$ cat src/hdl/btfr_pkg.sv
// shared types and constants for the battery telemetry frame receiver
package btfr_pkg;

  // frame geometry
  localparam int DATA_BYTES = 10;
  localparam int POS_W      = 4;

  localparam logic [POS_W-1:0] POS_HUNT  = POS_W'(0);
  localparam logic [POS_W-1:0] POS_FIRST = POS_W'(1);
  localparam logic [POS_W-1:0] POS_LAST  = POS_W'(DATA_BYTES);
  localparam logic [POS_W-1:0] POS_CHECK = POS_W'(DATA_BYTES + 1);

  // elapsed millisecond counter, saturating
  localparam int              ELAPSED_W   = 17;
  localparam logic [ELAPSED_W-1:0] ELAPSED_MAX = '1;

  // configuration register indexes
  localparam int CFG_ADDR_W = 1;
  localparam int CFG_DATA_W = 16;
  localparam logic [CFG_ADDR_W-1:0] REG_START_MARKER = CFG_ADDR_W'(0);
  localparam logic [CFG_ADDR_W-1:0] REG_CRIT_TIMEOUT = CFG_ADDR_W'(1);

  localparam logic [7:0]  START_MARKER_RST = 8'hAA;
  localparam logic [15:0] CRIT_TIMEOUT_RST = 16'd1000;

  // input item kind
  typedef enum logic {
    CMD_BYTE = 1'b0,
    CMD_TICK = 1'b1
  } btfr_cmd_t;

  // result item, last field in the lowest bits
  typedef struct packed {
    logic [15:0]        cell_min_mv;
    logic [15:0]        cell_max_mv;
    logic signed [7:0]  pack_temp_c;
    logic [7:0]         charge_percent;
    logic signed [15:0] pack_current_ca;
    logic [15:0]        pack_voltage_cv;
    logic               link_ok;
    logic               checksum_bad;
    logic               frame_done;
  } btfr_result_t;

  localparam int RES_W       = $bits(btfr_result_t);
  localparam int OUT_TDATA_W = ((RES_W + 7) / 8) * 8;
  localparam int IN_TDATA_W  = 8;

endpackage

$ cat src/hdl/battery_telemetry_frame_receiver.sv
// An accepted item's result is registered in the result register, or in the skid
// register if stalled. Throughput: one item per cycle while the skid is empty;
// the two-entry buffer lets input keep flowing for one item while out_tready is low.
// Reset: synchronous, active-low rst_n clears frame state, latched fields, elapsed
// count, link flag and the output buffer; start marker returns to 0xAA and the
// critical timeout to 1000 ms.
module battery_telemetry_frame_receiver (
  input  logic                                 clk,
  input  logic                                 rst_n,
  // input channel
  input  logic                                 in_tvalid,
  output logic                                 in_tready,
  input  logic [btfr_pkg::IN_TDATA_W-1:0]      in_tdata,   // [7:0] rx_byte
  input  logic [0:0]                           in_tuser,   // [0] cmd
  // result channel
  output logic                                 out_tvalid,
  input  logic                                 out_tready,
  // [0] frame_done, [1] checksum_bad, [2] link_ok, [18:3] pack_voltage_cv,
  // [34:19] pack_current_ca, [42:35] charge_percent, [50:43] pack_temp_c,
  // [66:51] cell_max_mv, [82:67] cell_min_mv, upper bits zero
  output logic [btfr_pkg::OUT_TDATA_W-1:0]     out_tdata,
  // configuration port
  input  logic                                 cfg_we,
  input  logic [btfr_pkg::CFG_ADDR_W-1:0]      cfg_addr,
  input  logic [btfr_pkg::CFG_DATA_W-1:0]      cfg_wdata
);
  import btfr_pkg::*;

  // configuration registers
  logic [7:0]  start_marker_r;
  logic [15:0] crit_timeout_r;

  // frame state
  logic [POS_W-1:0]     pos_r, pos_nxt;
  logic [7:0]           xor_r, xor_nxt;
  logic [7:0]           shadow_r   [DATA_BYTES];
  logic [7:0]           shadow_nxt [DATA_BYTES];
  logic [15:0]          volt_r, volt_nxt;
  logic [15:0]          curr_r, curr_nxt;
  logic [7:0]           charge_r, charge_nxt;
  logic [7:0]           temp_r, temp_nxt;
  logic [15:0]          cmax_r, cmax_nxt;
  logic [15:0]          cmin_r, cmin_nxt;
  logic [ELAPSED_W-1:0] elapsed_r, elapsed_nxt;
  logic                 link_r, link_nxt;

  // output buffer
  logic         out_valid_r, out_valid_nxt;
  btfr_result_t out_data_r, out_data_nxt;
  logic         skid_valid_r, skid_valid_nxt;
  btfr_result_t skid_data_r, skid_data_nxt;

  btfr_result_t res;
  logic         in_fire;
  logic         out_fire;
  btfr_cmd_t    cmd;
  logic [7:0]   rx_byte;
  logic         done;
  logic         bad;

  assign cmd      = btfr_cmd_t'(in_tuser[0]);
  assign rx_byte  = in_tdata[7:0];
  assign in_tready = !skid_valid_r;
  assign in_fire  = in_tvalid && in_tready;
  assign out_fire = out_valid_r && out_tready;

  // configuration writes
  always_ff @(posedge clk) begin
    if (!rst_n) begin
      start_marker_r <= START_MARKER_RST;
      crit_timeout_r <= CRIT_TIMEOUT_RST;
    end else if (cfg_we) begin
      case (cfg_addr)
        REG_START_MARKER: start_marker_r <= cfg_wdata[7:0];
        REG_CRIT_TIMEOUT: crit_timeout_r <= cfg_wdata[15:0];
        default: ;
      endcase
    end
  end

  // per-item state update and result
  always_comb begin
    pos_nxt     = pos_r;
    xor_nxt     = xor_r;
    shadow_nxt  = shadow_r;
    volt_nxt    = volt_r;
    curr_nxt    = curr_r;
    charge_nxt  = charge_r;
    temp_nxt    = temp_r;
    cmax_nxt    = cmax_r;
    cmin_nxt    = cmin_r;
    elapsed_nxt = elapsed_r;
    link_nxt    = link_r;
    done        = 1'b0;
    bad         = 1'b0;

    if (cmd == CMD_TICK) begin
      if (elapsed_r != ELAPSED_MAX) begin
        elapsed_nxt = elapsed_r + ELAPSED_W'(1);
      end
    end else if (pos_r == POS_CHECK) begin
      done    = 1'b1;
      pos_nxt = POS_HUNT;
      if (rx_byte == xor_r) begin
        volt_nxt    = {shadow_r[0], shadow_r[1]};
        curr_nxt    = {shadow_r[2], shadow_r[3]};
        charge_nxt  = shadow_r[4];
        temp_nxt    = shadow_r[5];
        cmax_nxt    = {shadow_r[6], shadow_r[7]};
        cmin_nxt    = {shadow_r[8], shadow_r[9]};
        link_nxt    = 1'b1;
        elapsed_nxt = '0;
      end else begin
        bad = 1'b1;
      end
    end else if (pos_r == POS_HUNT) begin
      if (rx_byte == start_marker_r) begin
        pos_nxt = POS_FIRST;
        xor_nxt = '0;
      end
    end else if (pos_r <= POS_LAST) begin
      // data bytes shift in, oldest ends at entry zero
      for (int i = 0; i < DATA_BYTES - 1; i++) begin
        shadow_nxt[i] = shadow_r[i+1];
      end
      shadow_nxt[DATA_BYTES-1] = rx_byte;
      xor_nxt = xor_r ^ rx_byte;
      pos_nxt = pos_r + POS_W'(1);
    end else begin
      pos_nxt = POS_HUNT;
    end

    // link timeout
    if (elapsed_nxt > {1'b0, crit_timeout_r}) begin
      link_nxt = 1'b0;
    end

    res.frame_done      = done;
    res.checksum_bad    = bad;
    res.link_ok         = link_nxt;
    res.pack_voltage_cv = link_nxt ? volt_nxt : '0;
    res.pack_current_ca = link_nxt ? curr_nxt : '0;
    res.charge_percent  = link_nxt ? charge_nxt : '0;
    res.pack_temp_c     = link_nxt ? temp_nxt : '0;
    res.cell_max_mv     = link_nxt ? cmax_nxt : '0;
    res.cell_min_mv     = link_nxt ? cmin_nxt : '0;
  end

  // frame state registers
  always_ff @(posedge clk) begin
    if (!rst_n) begin
      pos_r     <= POS_HUNT;
      xor_r     <= '0;
      volt_r    <= '0;
      curr_r    <= '0;
      charge_r  <= '0;
      temp_r    <= '0;
      cmax_r    <= '0;
      cmin_r    <= '0;
      elapsed_r <= '0;
      link_r    <= 1'b0;
    end else if (in_fire) begin
      pos_r     <= pos_nxt;
      xor_r     <= xor_nxt;
      volt_r    <= volt_nxt;
      curr_r    <= curr_nxt;
      charge_r  <= charge_nxt;
      temp_r    <= temp_nxt;
      cmax_r    <= cmax_nxt;
      cmin_r    <= cmin_nxt;
      elapsed_r <= elapsed_nxt;
      link_r    <= link_nxt;
    end
  end

  // frame shadow bytes, no reset
  always_ff @(posedge clk) begin
    if (in_fire) begin
      shadow_r <= shadow_nxt;
    end
  end

  // output buffer control
  always_comb begin
    out_valid_nxt  = out_valid_r;
    out_data_nxt   = out_data_r;
    skid_valid_nxt = skid_valid_r;
    skid_data_nxt  = skid_data_r;
    if (!out_valid_r || out_fire) begin
      if (skid_valid_r) begin
        out_valid_nxt  = 1'b1;
        out_data_nxt   = skid_data_r;
        skid_valid_nxt = 1'b0;
      end else if (in_fire) begin
        out_valid_nxt = 1'b1;
        out_data_nxt  = res;
      end else begin
        out_valid_nxt = 1'b0;
      end
    end else if (in_fire) begin
      skid_valid_nxt = 1'b1;
      skid_data_nxt  = res;
    end
  end

  // output buffer registers
  always_ff @(posedge clk) begin
    if (!rst_n) begin
      out_valid_r  <= 1'b0;
      skid_valid_r <= 1'b0;
    end else begin
      out_valid_r  <= out_valid_nxt;
      skid_valid_r <= skid_valid_nxt;
    end
    out_data_r  <= out_data_nxt;
    skid_data_r <= skid_data_nxt;
  end

  assign out_tvalid = out_valid_r;
  assign out_tdata  = {(OUT_TDATA_W - RES_W)'(0), out_data_r};

endmodule

$ cat config.mk
export PLATFORM = sky130hd
export DESIGN_NAME = battery_telemetry_frame_receiver
export DESIGN_NICKNAME = d
export VERILOG_FILES = /design/src/hdl/btfr_pkg.sv /design/src/hdl/battery_telemetry_frame_receiver.sv
export SDC_FILE = /design/constraint.sdc
export NUM_CORES = 1
export LEC_CHECK = 0
export BUFFER_PORTS_ARGS = -buffer_cell sky130_fd_sc_hd__buf_4
export CAP_MARGIN = 20
export CORE_ASPECT_RATIO = 0.8
export CORE_UTILIZATION = 40
export CTS_CLUSTER_DIAMETER = 120
export DETAILED_ROUTE_END_ITERATION = 16
export GPL_ROUTABILITY_DRIVEN = 0
export HOLD_SLACK_MARGIN = 0.02
export PLACE_DENSITY = 0.61
export SLEW_MARGIN = 20
export SYNTH_ARGS = -nofsm -noshare
export SYNTH_HDL_FRONTEND = slang
export SYNTH_SLANG_ARGS = --single-unit
$ cat constraint.sdc
create_clock -name clk -period 8.45 [get_ports clk]
set_input_delay 0.4225 -clock clk [delete_from_list [all_inputs] [get_ports clk]]
set_output_delay 0.4225 -clock clk [all_outputs]
set_load 0.005 [all_outputs]
Word level (Yosys, flattened, before mapping)
Cells that the tools add are included.
- register bits: 382
- input bits: 31
- output and inout port bits: 90
- $add $sub $neg: 2
- $lt $le $gt $ge: 2
- eq/ne operators: 6
- multiplexer cells: 48
- bitwise operators: 7
- reductions and logical operators: 16
- operator list (cell ; count):
    two-way mux 16 bit ; 16
    two-way mux 83 bit ; 2
    two-way mux 8 bit ; 11
    two-way mux 17 bit ; 4
    adder 17 x 1 -> 17 bit, second input constant ; 1
    > comparator 17 x 16 -> 1 bit ; 1
    inequality test 17 bit, second input constant ; 1
    == test 8 bit ; 2
    two-way mux 4 bit ; 4
    two-way mux 1 bit ; 11
    AND reduction 5 bit ; 2
    AND reduction 2 bit ; 4
    bitwise XOR 8 bit ; 1
    NOT 1 bit ; 6
    adder 4 x 1 -> 4 bit, second input constant ; 1
    == test 4 bit, second input constant ; 1
    <= comparator 4 bit, second input constant ; 1
    zero test 4 bit ; 1
    nonzero test 2 bit ; 2
    inequality test 3 x 2 -> 1 bit, second input constant ; 1
    AND reduction 3 bit ; 1
    logical AND 1 bit ; 2
    zero test 1 bit ; 2
    inequality test 2 x 1 -> 1 bit, second input constant ; 1
    2 further kinds ; 2

Logic depth before layout (Yosys ltp)
Gate-level depths: netlist of the first run.
- depth after elaboration: 9
- depth in mapped cells: 18

Worst setup path before layout of the first run
No wires, ideal clock.
- path kind: register -> register
- start point: register skid_valid_r
- end point: register skid_data_r[0] (netlist bit) (enable)
- setup time: 525 ps
- arrival: 4433 ps
- required time: 7925 ps
- slack: 3492 ps
- cell stages (with the launch flop): 6
- path buffers: 3
- period minus slack after synthesis: 4958 ps
- cells stage by stage: dfxtp_1 > clkbuf_1 > nand2b_1 > clkbuf_1 > clkbuf_1 > nor2_1
- word-level cells in the longest chain between the ends: 3
- RTL lines (what ; line ; text):
    start: declaration ; battery_telemetry_frame_receiver.sv:50 ; logic skid_valid_r, skid_valid_nxt;
    start signal: assignment ; battery_telemetry_frame_receiver.sv:213 ; skid_valid_r <= skid_valid_nxt;
    zero test 1 bit ; battery_telemetry_frame_receiver.sv:63 ; assign in_tready = !skid_valid_r;
    logical AND 1 bit ; battery_telemetry_frame_receiver.sv:64 ; assign in_fire = in_tvalid && in_tready;
    AND reduction 2 bit (no line) ; n/a ;
    end signal: assignment ; battery_telemetry_frame_receiver.sv:216 ; skid_data_r <= skid_data_nxt;
    end: declaration ; battery_telemetry_frame_receiver.sv:51 ; btfr_result_t skid_data_r, skid_data_nxt;
No other way between the ends.
A chain may end at the register's enable or synchronous reset.

Final worst setup path of the first run
- start point: register pos_r[1]
- end point: register out_data_r (netlist bit out_tdata[41]), data pin
- word-level cells in the longest chain between the ends: 8
- elaborated cells between the ends (all ways): 12
- classes of those cells: order compare: 1; eq/ne: 1; mux: 10
- RTL lines (what ; line ; text):
    start: declaration ; battery_telemetry_frame_receiver.sv:34 ; logic [POS_W-1:0] pos_r, pos_nxt;
    start signal: assignment ; battery_telemetry_frame_receiver.sv:163 ; pos_r <= pos_nxt;
    == test 4 bit ; battery_telemetry_frame_receiver.sv:101 ; end else if (pos_r == POS_CHECK) begin
    two-way mux 17 bit ; battery_telemetry_frame_receiver.sv:101 ;
    two-way mux 17 bit ; battery_telemetry_frame_receiver.sv:97 ; if (cmd == CMD_TICK) begin
    net elapsed_nxt[2] ; battery_telemetry_frame_receiver.sv:44 ; logic [ELAPSED_W-1:0] elapsed_r, elapsed_nxt;
    > comparator 17 x 16 -> 1 bit ; battery_telemetry_frame_receiver.sv:134 ; if (elapsed_nxt > {1'b0, crit_timeout_r}) begin
    two-way mux 1 bit ; battery_telemetry_frame_receiver.sv:134 ;
    two-way mux 8 bit ; battery_telemetry_frame_receiver.sv:143 ; res.charge_percent = link_nxt ? charge_nxt : '0;
    two-way mux 83 bit ; battery_telemetry_frame_receiver.sv:194 ; end else if (in_fire) begin
    two-way mux 83 bit ; battery_telemetry_frame_receiver.sv:190 ; if (skid_valid_r) begin
    end signal: assignment ; battery_telemetry_frame_receiver.sv:215 ; out_data_r <= out_data_nxt;
    end: declaration ; battery_telemetry_frame_receiver.sv:49 ; btfr_result_t out_data_r, out_data_nxt;
The timed path passes the listed nets, and every way through them passes these cells. The select of a mux whose other input is x is not followed.

==> impl_metrics.tcl, run 1 <==
set metrics [dict create \
    status "finished, final reports clean" \
    cp_top_family "compound AO/OA/AOI/OAI gates" \
    r2r_start "pos_r[1]$_SDFFE_PN0P_" \
    finalCritPeriodShare_pct 57.5 \
    clk_pin_slew_worst_paths_ns 0.06 \
    critPathLaunchType "register" \
    path_cells "ha_1 > nor2b_1 > nand3b_1 > inv_1 > nand3_4 > buf_4 > a21boi_0 > a22o_1 > ha_1 > a21oi_1 > o21ai_0 > a22oi_1 > a31oi_4 > buf_4 > o41ai_1" \
    num_io_pins 121 \
    ys_warn_count 0 \
    startpoint "pos_r[1]$_SDFFE_PN0P_" \
    grt_overflow_total 0 \
    synth_compound_area_share_pct 10.1 \
    area_growth_pct 15.2 \
    critPathArrivalTime_ns 5.09 \
    num_vias 10700 \
    hold_path.class "input pin to register" \
    min_period_ns 4.85 \
    p_leak_nw 7.59 \
    die_h_um 182 \
    num_rows 65 \
    drtIter0Drc 845 \
    setup_viol 0 \
    maxSlewViolCount 0 \
    cts_buffers 39 \
    synthTopCellsByArea "edfxtp_1 (45%), dfxtp_1 (17%), mux2i_1 (10%)" \
    worst-path-buf-inv 3 \
    postCtsSetupBuffers 0 \
    netlist_area_mm2 0.0163 \
    place_inst 1891 \
    place_ws_ns 3.72 \
    crit_slowest_cell "o41ai_1" \
    grt_pass1_vias 9988 \
    hold_viol 0 \
    ir_worst_vdd_mv 0.112 \
    cts.sinks 382 \
    layout.cells.non_filler 1961 \
    worst_slew_pin_slew_ns 1.08 \
    syn_area_per_cell_um2 12.2 \
    grt_usage_pct 17.4 \
    critical_path_required_ns 8.69 \
    cts_tree "yes" \
    synthDistinctLibCells 60 \
    fmax_ghz 0.206 \
    clk_latency_ns 0.54 \
    fin_nets 1447 \
    relSlewSlack_pct 28.1 \
    ys_seq_area_share_pct 62.1 \
    end_kind "register" \
    min-delay-start "cfg_wdata[3]" \
    drtAntennaViolNets 0 \
    ys_ff_latch 382 \
    yosys.area_share.simple_pct 11.8 \
    dieWidth_um 228 \
    synthMuxAreaShare_pct 10.1 \
    synth_fa_ha_area_share_pct 1.54 \
    skew_ns 0.0240 \
    grt_pass1_wl_um 56800 \
    synth_top_area_share_pct 45.3 \
    synth_top_area_cell "edfxtp_1" \
    synthXorXnorAreaFrac_pct 0.860 \
    fp.coreArea_mm2 0.0398 \
    vias_per_cell 5.46 \
    fp.dieArea_mm2 0.0415 \
    synth_top_family_by_area "simple AND/OR/NAND/NOR gates" \
    initial_core_util_pct 41.0 \
    antenna_cells 0 \
    clk_path_buf_depth 3 \
    cts_root_buffer "clkbuf_16" \
    drt_first_pass_iters 5 \
    p_per_area_mw_per_mm2 206 \
    synth-async-reset-ratio_pct 0 \
    setup_slack_ns 3.60 \
    drc 0 \
    htree_levels 2 \
    io_buffers 115 \
    tns_ns 0 \
    synth_flop_cell "edfxtp_1" \
    maxCapViolCount 0 \
    critPathMaxStageDelay_ns 0.76 \
    syn_inst 1333 \
    synth_edf_count 246 \
    crit_fanout 72 \
    hpwl_um 21500 \
    rsz0062_at_grt "no" \
    cts_hold_buffers 0 \
    drive_above_1_share_pct 15.4 \
    hold_ws_ns 0.102 \
    cts_resized 0 \
    antenna_found_initial 0 \
    detail_route.wl_per_cell_um 18.3 \
    crit_type "register to register" \
    grt_max_degree 93 \
    routed_wirelength_um 35900 \
]
per-layer routing:
metal / global-route usage, % / part of all wire (%) / vias up
met4: 4.38 / 1.8 / 0
li1: - / - / 5114
met3: 3.03 / 4.4 / 52
met2: 25.8 / 44 / 229
met1: 26.1 / 49 / 5321
met5: 0 / 0 / -
worst reg2reg max path, stage by stage, from the launching register on:
cell,delay [ns]
dfxtp_1,0.34
ha_1,0.21
nor2b_1,0.15
nand3b_1,0.14
inv_1,0.12
nand3_4,0.07
buf_4,0.73
a21boi_0,0.37
a22o_1,0.24
ha_1,0.26
a21oi_1,0.14
o21ai_0,0.15
a22oi_1,0.31
a31oi_4,0.13
buf_4,0.37
o41ai_1,0.84
report_power, final:
part           total, mW  leakage [nW]  switching (mW)  internal, mW
Sequential          2.04          3.29          0.0219          2.02
Combinational      0.139          3.69          0.0813        0.0581
Clock               1.69         0.603           0.706         0.985
flip-flops by register name (all words and copies together), names as in the netlist:
name	flops
start_marker_r	8
shadow_r	80
skid_valid_r	1
curr_r	16
skid_data_r	83
crit_timeout_r	16
xor_r	8
cmax_r	16
volt_r	16
temp_r	8
cmin_r	16
charge_r	8
elapsed_r	17
pos_r	4
link_r	1
out_tdata	83
out_tvalid	1
stage by stage:
stage	area (um2)	power [mW]	util, %
3_3_place_gp	17500	2.22	44.1
4_1_cts	18800	3.92	47.2
2_1_floorplan	16300	2.14	-
5_1_grt	18800	4.01	47.2
3_5_place_dp	17500	2.22	44.1
6_report	18800	3.87	47.2
kinds of logic after synthesis:
logic type,after synthesis
and+or+nand+nor,415
other,1
DFF,382
muxes,164
AOI/OAI and AO/OA,200
xor gates and xnor gates,16
buffers and inverters,135
adders and majority gates,20
final cells by class:
type,count,area [um2]
Clock buffer,57,1130
Clock inverter,13,115
Fill cell,3564,21000
Inverter,22,85.1
Multi-Input combinational cell,820,5670
Sequential cell,382,10100
Tap cell,536,671
Timing Repair Buffer,131,983
synthesized netlist by cell type (all sizes together), types with 9 or more instances:
cell type,number
nand4,13
o211a,9
o41ai,82
o211ai,13
ha,20
a31oi,13
buf,50
xor2,16
nand2,153
edfxtp,246
nor2,89
nand3,27
o21ai,22
mux2i,163
a21oi,25
inv,21
dfxtp,136
nor3,87
clkbuf,63
a21o,9
path summary, 6_finish.rpt:
check             cells past startpoint                        endpoint  slack (ns)
setup / recovery                     15         out_tdata[41]$_DFFE_PP_        3.60
hold / removal                        3  start_marker_r[3]$_SDFFE_PN1P_        0.10
setup reg to reg                     15         out_tdata[41]$_DFFE_PP_        3.60
hold reg to reg                       2  crit_timeout_r[2]$_SDFFE_PN0P_        0.46
layout by cell type (no fill, tap or decap), types with 13 or more instances in the layout:
master     netlist  routed
edfxtp_1       246     246
mux2i_1        163     163
nand2_1        153     153
dfxtp_1        136     135
buf_4            6     131
nor2_1          89      88
nor3_1          86      86
o41ai_1         64      64
clkbuf_16        0      41
nand3_1         27      26
a21oi_1         25      25
o21ai_0         22      22
inv_1           21      20
ha_1            20      20
o41ai_2         18      18
xor2_1          16      16
o211ai_1        13      13
(Power assumes the default switching activity.)
==> inputs of run 2 (changes only) <==
--- a/config.mk
+++ b/config.mk
@@ -5,6 +5,7 @@
 export SDC_FILE = /design/constraint.sdc
 export NUM_CORES = 1
 export LEC_CHECK = 0
+export ABC_AREA = 1
 export BUFFER_PORTS_ARGS = -buffer_cell sky130_fd_sc_hd__buf_4
 export CAP_MARGIN = 20
 export CORE_ASPECT_RATIO = 0.8
@@ -13,7 +14,7 @@
 export DETAILED_ROUTE_END_ITERATION = 16
 export GPL_ROUTABILITY_DRIVEN = 0
 export HOLD_SLACK_MARGIN = 0.02
-export PLACE_DENSITY = 0.61
+export PLACE_DENSITY = 0.63
 export SLEW_MARGIN = 20
 export SYNTH_ARGS = -nofsm -noshare
 export SYNTH_HDL_FRONTEND = slang
==> constraint.sdc (replaced) <==
create_clock -name clk -period 4.2 [get_ports clk]
set_input_delay 0.21 -clock clk [delete_from_list [all_inputs] [get_ports clk]]
set_output_delay 0.21 -clock clk [all_outputs]
set_load 0.005 [all_outputs]
==> run 2 against run 1 <==
  * Critical path depth increased by 7
  * Global-route usage rose by 2.7 points
  * Fmax up 30%
  * Largest power group unchanged
==> impl_metrics.tcl, run 2 <==
set metrics [dict create \
    cts_buffers 40 \
    grt_pass1_wl_um 67300 \
    drtIter0Drc 1007 \
    ir_worst_vdd_mv 0.261 \
    fmax_ghz 0.267 \
    cts_resized 0 \
    syn_inst 1813 \
    drc 0 \
    skew_ns 0.00961 \
    die_h_um 184 \
    crit_path_end "out_tdata[22]$_DFFE_PP_" \
    ys_warn_count 0 \
    crit_fanout 80 \
    hold_viol 0 \
    initial_core_util_pct 40.8 \
    cts.sinks 382 \
    drtAntennaViolNets 0 \
    crit_type "register to register" \
    routed_wirelength_um 42500 \
    layout.cells.non_filler 2487 \
    timing.rr.end "out_tdata[22]$_DFFE_PP_" \
    hold_path.class "input pin to register" \
    num_rows 66 \
    hpwl_um 24200 \
    fp.coreArea_mm2 0.0408 \
    synthTopCellsByArea "edfxtp_1 (44%), dfxtp_1 (16%), nand2_1 (11%)" \
    cts_tree "yes" \
    setup_viol 0 \
    synth_flop_cell "edfxtp_1" \
    fin_nets 1964 \
    final_common_cell "nand2_1" \
    grt_usage_pct 20.0 \
    grt_overflow_total 0 \
    synth_edf_count 246 \
    tns_ns 0 \
    synthDistinctLibCells 36 \
    r2r_cells 22 \
    end_kind "register" \
    synth-async-reset-ratio_pct 0 \
    mostFrequentLayoutCells "nand2_1 (506), edfxtp_1 (246), nor2_1 (206)" \
    drive_above_1_share_pct 13.1 \
    cts_root_buffer "clkbuf_16" \
    maxCapViolCount 0 \
    maxSlewViolCount 0 \
    antenna_cells 0 \
    worst_slew_pin_slew_ns 1.13 \
    ys_ff_latch 382 \
    cts_hold_buffers 25 \
    r2r_start "elapsed_r[0]$_SDFFE_PN0P_" \
    fill_cells 3744 \
    clk_path_buf_depth 3 \
    num_vias 12800 \
    area_growth_pct 18.1 \
    io_buffers 115 \
    drt_first_pass_iters 5 \
    p_leak_nw 8.55 \
    yosys.cell_count.top_type "nand2_1" \
    reg2reg_slack_ns 0.46 \
    finalCritPeriodShare_pct 89.0 \
    critPathArrivalTime_ns 4.13 \
    critical_path_required_ns 4.59 \
    synth_common_cells "nand2_1 (508), edfxtp_1 (246), nor2_1 (209)" \
    num_io_pins 121 \
    ys_seq_area_share_pct 60.8 \
    synth_top_area_cell "edfxtp_1" \
    vias_per_cell 5.16 \
    rsz0062_at_grt "no" \
    dieWidth_um 230 \
    p_total_mw 8.86 \
    grt_max_degree 89 \
    htree_levels 2 \
    detail_route.wl_per_cell_um 17.1 \
    synth_top_area_share_pct 44.4 \
    critPathLaunchType "register" \
    place_inst 2390 \
    syn_area_per_cell_um2 9.18 \
    grt_pass1_vias 12600 \
    postCtsSetupBuffers 0 \
    status "finished, final reports clean" \
    netlist_area_mm2 0.0166 \
    min_period_ns 3.74 \
    p_per_area_mw_per_mm2 451 \
    startpoint "elapsed_r[0]$_SDFFE_PN0P_" \
    clk_latency_ns 0.54 \
    clk_pin_slew_worst_paths_ns 0.06 \
    fp.dieArea_mm2 0.0424 \
    relSlewSlack_pct 24.7 \
    antenna_found_initial 0 \
]
-- run 2: cell types whose count changed after synthesis, sizes merged, moves of 72 or more --
cell	previous run	this run
nor2	89	210
nand2	153	509
mux2i	163	0
nor3	87	12
o21ai	22	132
a21oi	25	119
inv	21	169
nand4	13	85
o41ai	82	0
-- run 2: metrics by stage --
| stage | util, % | hold WS (ns) | instance area, um2 | worst slack, ns |
|---|---|---|---|---|
| CTS | 48.2 | 0.0331 | 19700 | 0.528 |
| finish | 48.2 | 0.0522 | 19700 | 0.461 |
| global placement | 44.0 | 0.420 | 18000 | 0.655 |
| floorplan | - | 0.309 | 16700 | 0.437 |
| detailed placement | 44.0 | 0.424 | 18000 | 0.560 |
| global route | 48.2 | 0.0616 | 19700 | 0.0986 |
-- run 2: cell type report --
class / count / area [um2] / share of cell area, %
clock buffer: 55 / 1160 / 5.91
clock inverter: 17 / 285 / 1.45
tap: 544 / 681 / 3.46
timing repair buffer: 161 / 1330 / 6.79
inverter: 170 / 639 / 3.25
multi-input combinational: 1158 / 5440 / 27.7
sequential: 382 / 10100 / 51.4
-- run 2: kinds of logic (layout without fill, tap and decap cells) --
family	after synthesis	in the layout	synth area share (%)
DFF	382	382	60.8
and+or+nand+nor	858	858	21.2
adders and majority gates	20	20	1.50
xor gates and xnor gates	15	15	0.789
buffers and inverters	277	403	6.93
AOI/OAI and AO/OA	260	260	8.77
other	1	5	0.0225
-- run 2: worst min path at each step --
| stage | start | to | slack [ns] | cells after the start |
|---|---|---|---|---|
| after floorplan | in_tdata[0] | shadow_r[0]$_DFFE_PP_ | 0.31 | 0 |
| after global placement | in_tdata[5] | shadow_r[5]$_DFFE_PP_ | 0.42 | 1 |
| after detailed placement | in_tdata[7] | shadow_r[7]$_DFFE_PP_ | 0.42 | 1 |
| after CTS | cfg_addr | start_marker_r[7]$_SDFFE_PN1P_ | 0.03 | 4 |
| after global routing | rst_n | start_marker_r[7]$_SDFFE_PN1P_ | 0.06 | 2 |
| final | cfg_addr | start_marker_r[7]$_SDFFE_PN1P_ | 0.05 | 4 |
-- run 2: worst max-delay path, stage by stage (launching register included) --
cell and delay [ns]:
dfxtp_1 0.39, ha_1 0.19, nand2_1 0.12, nor3_2 0.32, nand3_2 0.29, nand2_2 0.24
nor2_1 0.08, o21ai_1 0.21, ha_1 0.27, nand2_1 0.07, inv_1 0.04, nand2_1 0.07
nor2_1 0.06, a21oi_1 0.13, nand2_1 0.07, nand2_1 0.06, nand2_1 0.05, nand2_1 0.06
nand2_1 0.05, nand2_2 0.12, buf_12 0.36, nand4_1 0.14, nand2_1 0.14
-- run 2: where the power goes --
group          internal [mW]  total (mW)  switching [mW]
clock                   2.42        3.89            1.47
sequential              4.14        4.22          0.0827
combinational          0.258       0.743           0.485
total                   6.82        8.86            2.04
-- run 2: per-layer routing --
| layer | global-route usage, % | up-vias | share of wire (%) |
|---|---|---|---|
| li1 | - | 6203 | - |
| met1 | 27.1 | 6122 | 45 |
| met2 | 33.5 | 441 | 47 |
| met3 | 2.99 | 66 | 6.0 |
| met4 | 5.64 | 0 | 1.9 |
| met5 | 0 | - | 0 |
==> inputs of run 3 (changes only) <==
--- a/config.mk
+++ b/config.mk
@@ -9,6 +9,7 @@
 export BUFFER_PORTS_ARGS = -buffer_cell sky130_fd_sc_hd__buf_4
 export CAP_MARGIN = 20
 export CORE_ASPECT_RATIO = 0.8
+export CORE_MARGIN = 3
 export CORE_UTILIZATION = 40
 export CTS_CLUSTER_DIAMETER = 120
 export DETAILED_ROUTE_END_ITERATION = 16
==> run 3 against run 2 <==
  * Largest power group unchanged
  * Worst setup slack got worse by 0.18 ns
  * Cell area decreased by 0.32%
  * Sequential share of layout area increased by 0.17 points
  * Sequential power about the same
  * Fmax decreased by 4.5%
  * Power decreased by 3.9%
  * Combinational power increased by 2%
  * Non-clock buffer count unchanged
  * Clock skew increased by 0.011 ns
  * Highest routed layer unchanged
  * Final cell count about the same
  * Clock power decreased by 9.0%
==> impl_metrics.tcl, run 3 (synthesized netlist as in run 2, its figures left out) <==
set metrics [dict create \
    clk_path_buf_depth 3 \
    cts_root_buffer "clkbuf_16" \
    drive_above_1_share_pct 13.2 \
    antenna_cells 0 \
    path_cells "ha_1 > nand2_1 > nor3_2 > nand3_2 > nand2_2 > nor2_1 > o21ai_1 > ha_1 > nand2_1 > inv_1 > a21oi_1 > nand2_1 > nand2_1 > nand2_1 > nand2_1 > nand2_1 > nand2_1 > nand2_1 > nand2_2 > buf_12 > nand4_1 > nand2_1" \
    grt_pass1_vias 12700 \
    drt_first_pass_iters 5 \
    min-delay-start "out_tready" \
    routed_wirelength_um 42400 \
    worst_slew_pin_slew_ns 1.10 \
    dieWidth_um 234 \
    p_leak_nw 8.50 \
    grt_usage_pct 19.0 \
    cts.sinks 382 \
    drtAntennaViolNets 0 \
    cts_tree "yes" \
    holdPathStages 4 \
    maxSlewViolCount 0 \
    hold_path.class "input pin to register" \
    maxCapViolCount 0 \
    critical_path_required_ns 4.58 \
    hpwl_um 24500 \
    layout.cells.non_filler 2489 \
    relSlewSlack_pct 26.5 \
    detail_route.wl_per_cell_um 17.0 \
    timing.rr.end "out_tdata[3]$_DFFE_PP_" \
    mostFrequentLayoutCells "nand2_1 (506), edfxtp_1 (246), nor2_1 (206)" \
    fp.dieArea_mm2 0.0441 \
    tns_ns 0 \
    critPathMaxStageDelay_ns 0.39 \
    clk_pin_slew_worst_paths_ns 0.06 \
    rsz0062_at_grt "no" \
    setup_slack_ns 0.284 \
    setup_viol 0 \
    vias_per_cell 5.16 \
    end_kind "register" \
    status "finished, final reports clean" \
    io_buffers 115 \
    crit_type "register to register" \
    r2r_start "elapsed_r[0]$_SDFFE_PN0P_" \
    drc 0 \
    num_rows 66 \
    p_per_area_mw_per_mm2 435 \
    drtIter0Drc 1023 \
    clk_latency_ns 0.54 \
    place_ws_ns 0.385 \
    grt_pass1_wl_um 66800 \
    fp.coreArea_mm2 0.0409 \
    postCtsSetupBuffers 0 \
    startpoint "elapsed_r[0]$_SDFFE_PN0P_" \
    fmax_ghz 0.255 \
    cts_buffers 40 \
    fin_nets 1964 \
    holdPathEnd "skid_valid_r$_SDFFE_PP0P_" \
    hold_viol 0 \
    num_io_pins 121 \
    final_common_cell "nand2_1" \
    grt_max_degree 86 \
    critPathLaunchType "register" \
    r2r_cells 22 \
    place_inst 2390 \
    num_vias 12900 \
    grt_overflow_total 0 \
    skew_ns 0.0203 \
    htree_levels 2 \
    initial_core_util_pct 40.7 \
    crit_top_cell "nand2_1" \
    ir_worst_vdd_mv 0.286 \
    finalCritPeriodShare_pct 93.2 \
    p_total_mw 8.52 \
    reg2reg_slack_ns 0.28 \
    critPathArrivalTime_ns 4.30 \
    crit_fanout 80 \
    antenna_found_initial 0 \
    die_h_um 188 \
    min_period_ns 3.92 \
    crit_slowest_cell "buf_12" \
    area_growth_pct 17.7 \
]
run 3: metal layers:
layer	share of wire, %	up-vias	global-route usage (%)
met3	7.1	69	2.78
met5	0	-	0
li1	-	6207	-
met4	2.3	0	5.86
met1	44	6102	26.2
met2	46	472	31.3
run 3: cell type report:
type	count	area, um2
Fill cell	3807	21300
Sequential cell	382	10100
Multi-Input combinational cell	1158	5450
Timing Repair Buffer	161	1370
Clock buffer	61	1230
Tap cell	544	681
Inverter	170	638
Clock inverter	13	105
run 3: how the worst max path moves through the flow:
stage / end / slack, ns
6_report: out_tdata[3]$_DFFE_PP_ / 0.28
5_1_grt: out_tdata[3]$_DFFE_PP_ / 0.007
4_1_cts: out_tdata[2]$_DFFE_PP_ / 0.37
3_5_place_dp: out_tdata[2]$_DFFE_PP_ / 0.38
3_3_place_gp: out_tdata[41]$_DFFE_PP_ / 0.47
2_1_floorplan: skid_data_r[0]$_DFFE_PP_ / 0.44
run 3: power by group:
part / internal, mW / leakage (nW) / switching (mW) / total, mW
sequential: 4.14 / 3.39 / 0.0774 / 4.22
combinational: 0.265 / 4.45 / 0.495 / 0.760
clock: 2.09 / 0.662 / 1.45 / 3.54
total: 6.50 / 8.50 / 2.02 / 8.52
run 3: critical path: cells and delay by family (launching register included):
kind,cells,cell delay (ns)
simple gates,16,1.99
fa+ha+maj,2,0.48
compound gates,2,0.42
flops,1,0.38
buf+inv,2,0.44
run 3: repair_timing:
action / 4_1_cts / 5_1_grt
hold buffers: 25 / 0
resized for setup: 0 / 1
endpoints found under the hold margin: 35 / 0
endpoints found under the setup margin: 0 / 1
run 3: through the flow:
| step | instance area [um2] | hold slack (ns) | util, % |
|---|---|---|---|
| finish | 19600 | 0.0465 | 47.9 |
| CTS | 19600 | 0.0339 | 47.9 |
| global route | 19600 | 0.0806 | 47.9 |
| detailed placement | 18000 | 0.429 | 44.0 |
| floorplan | 16700 | 0.309 | - |
| global placement | 18000 | 0.429 | 44.0 |
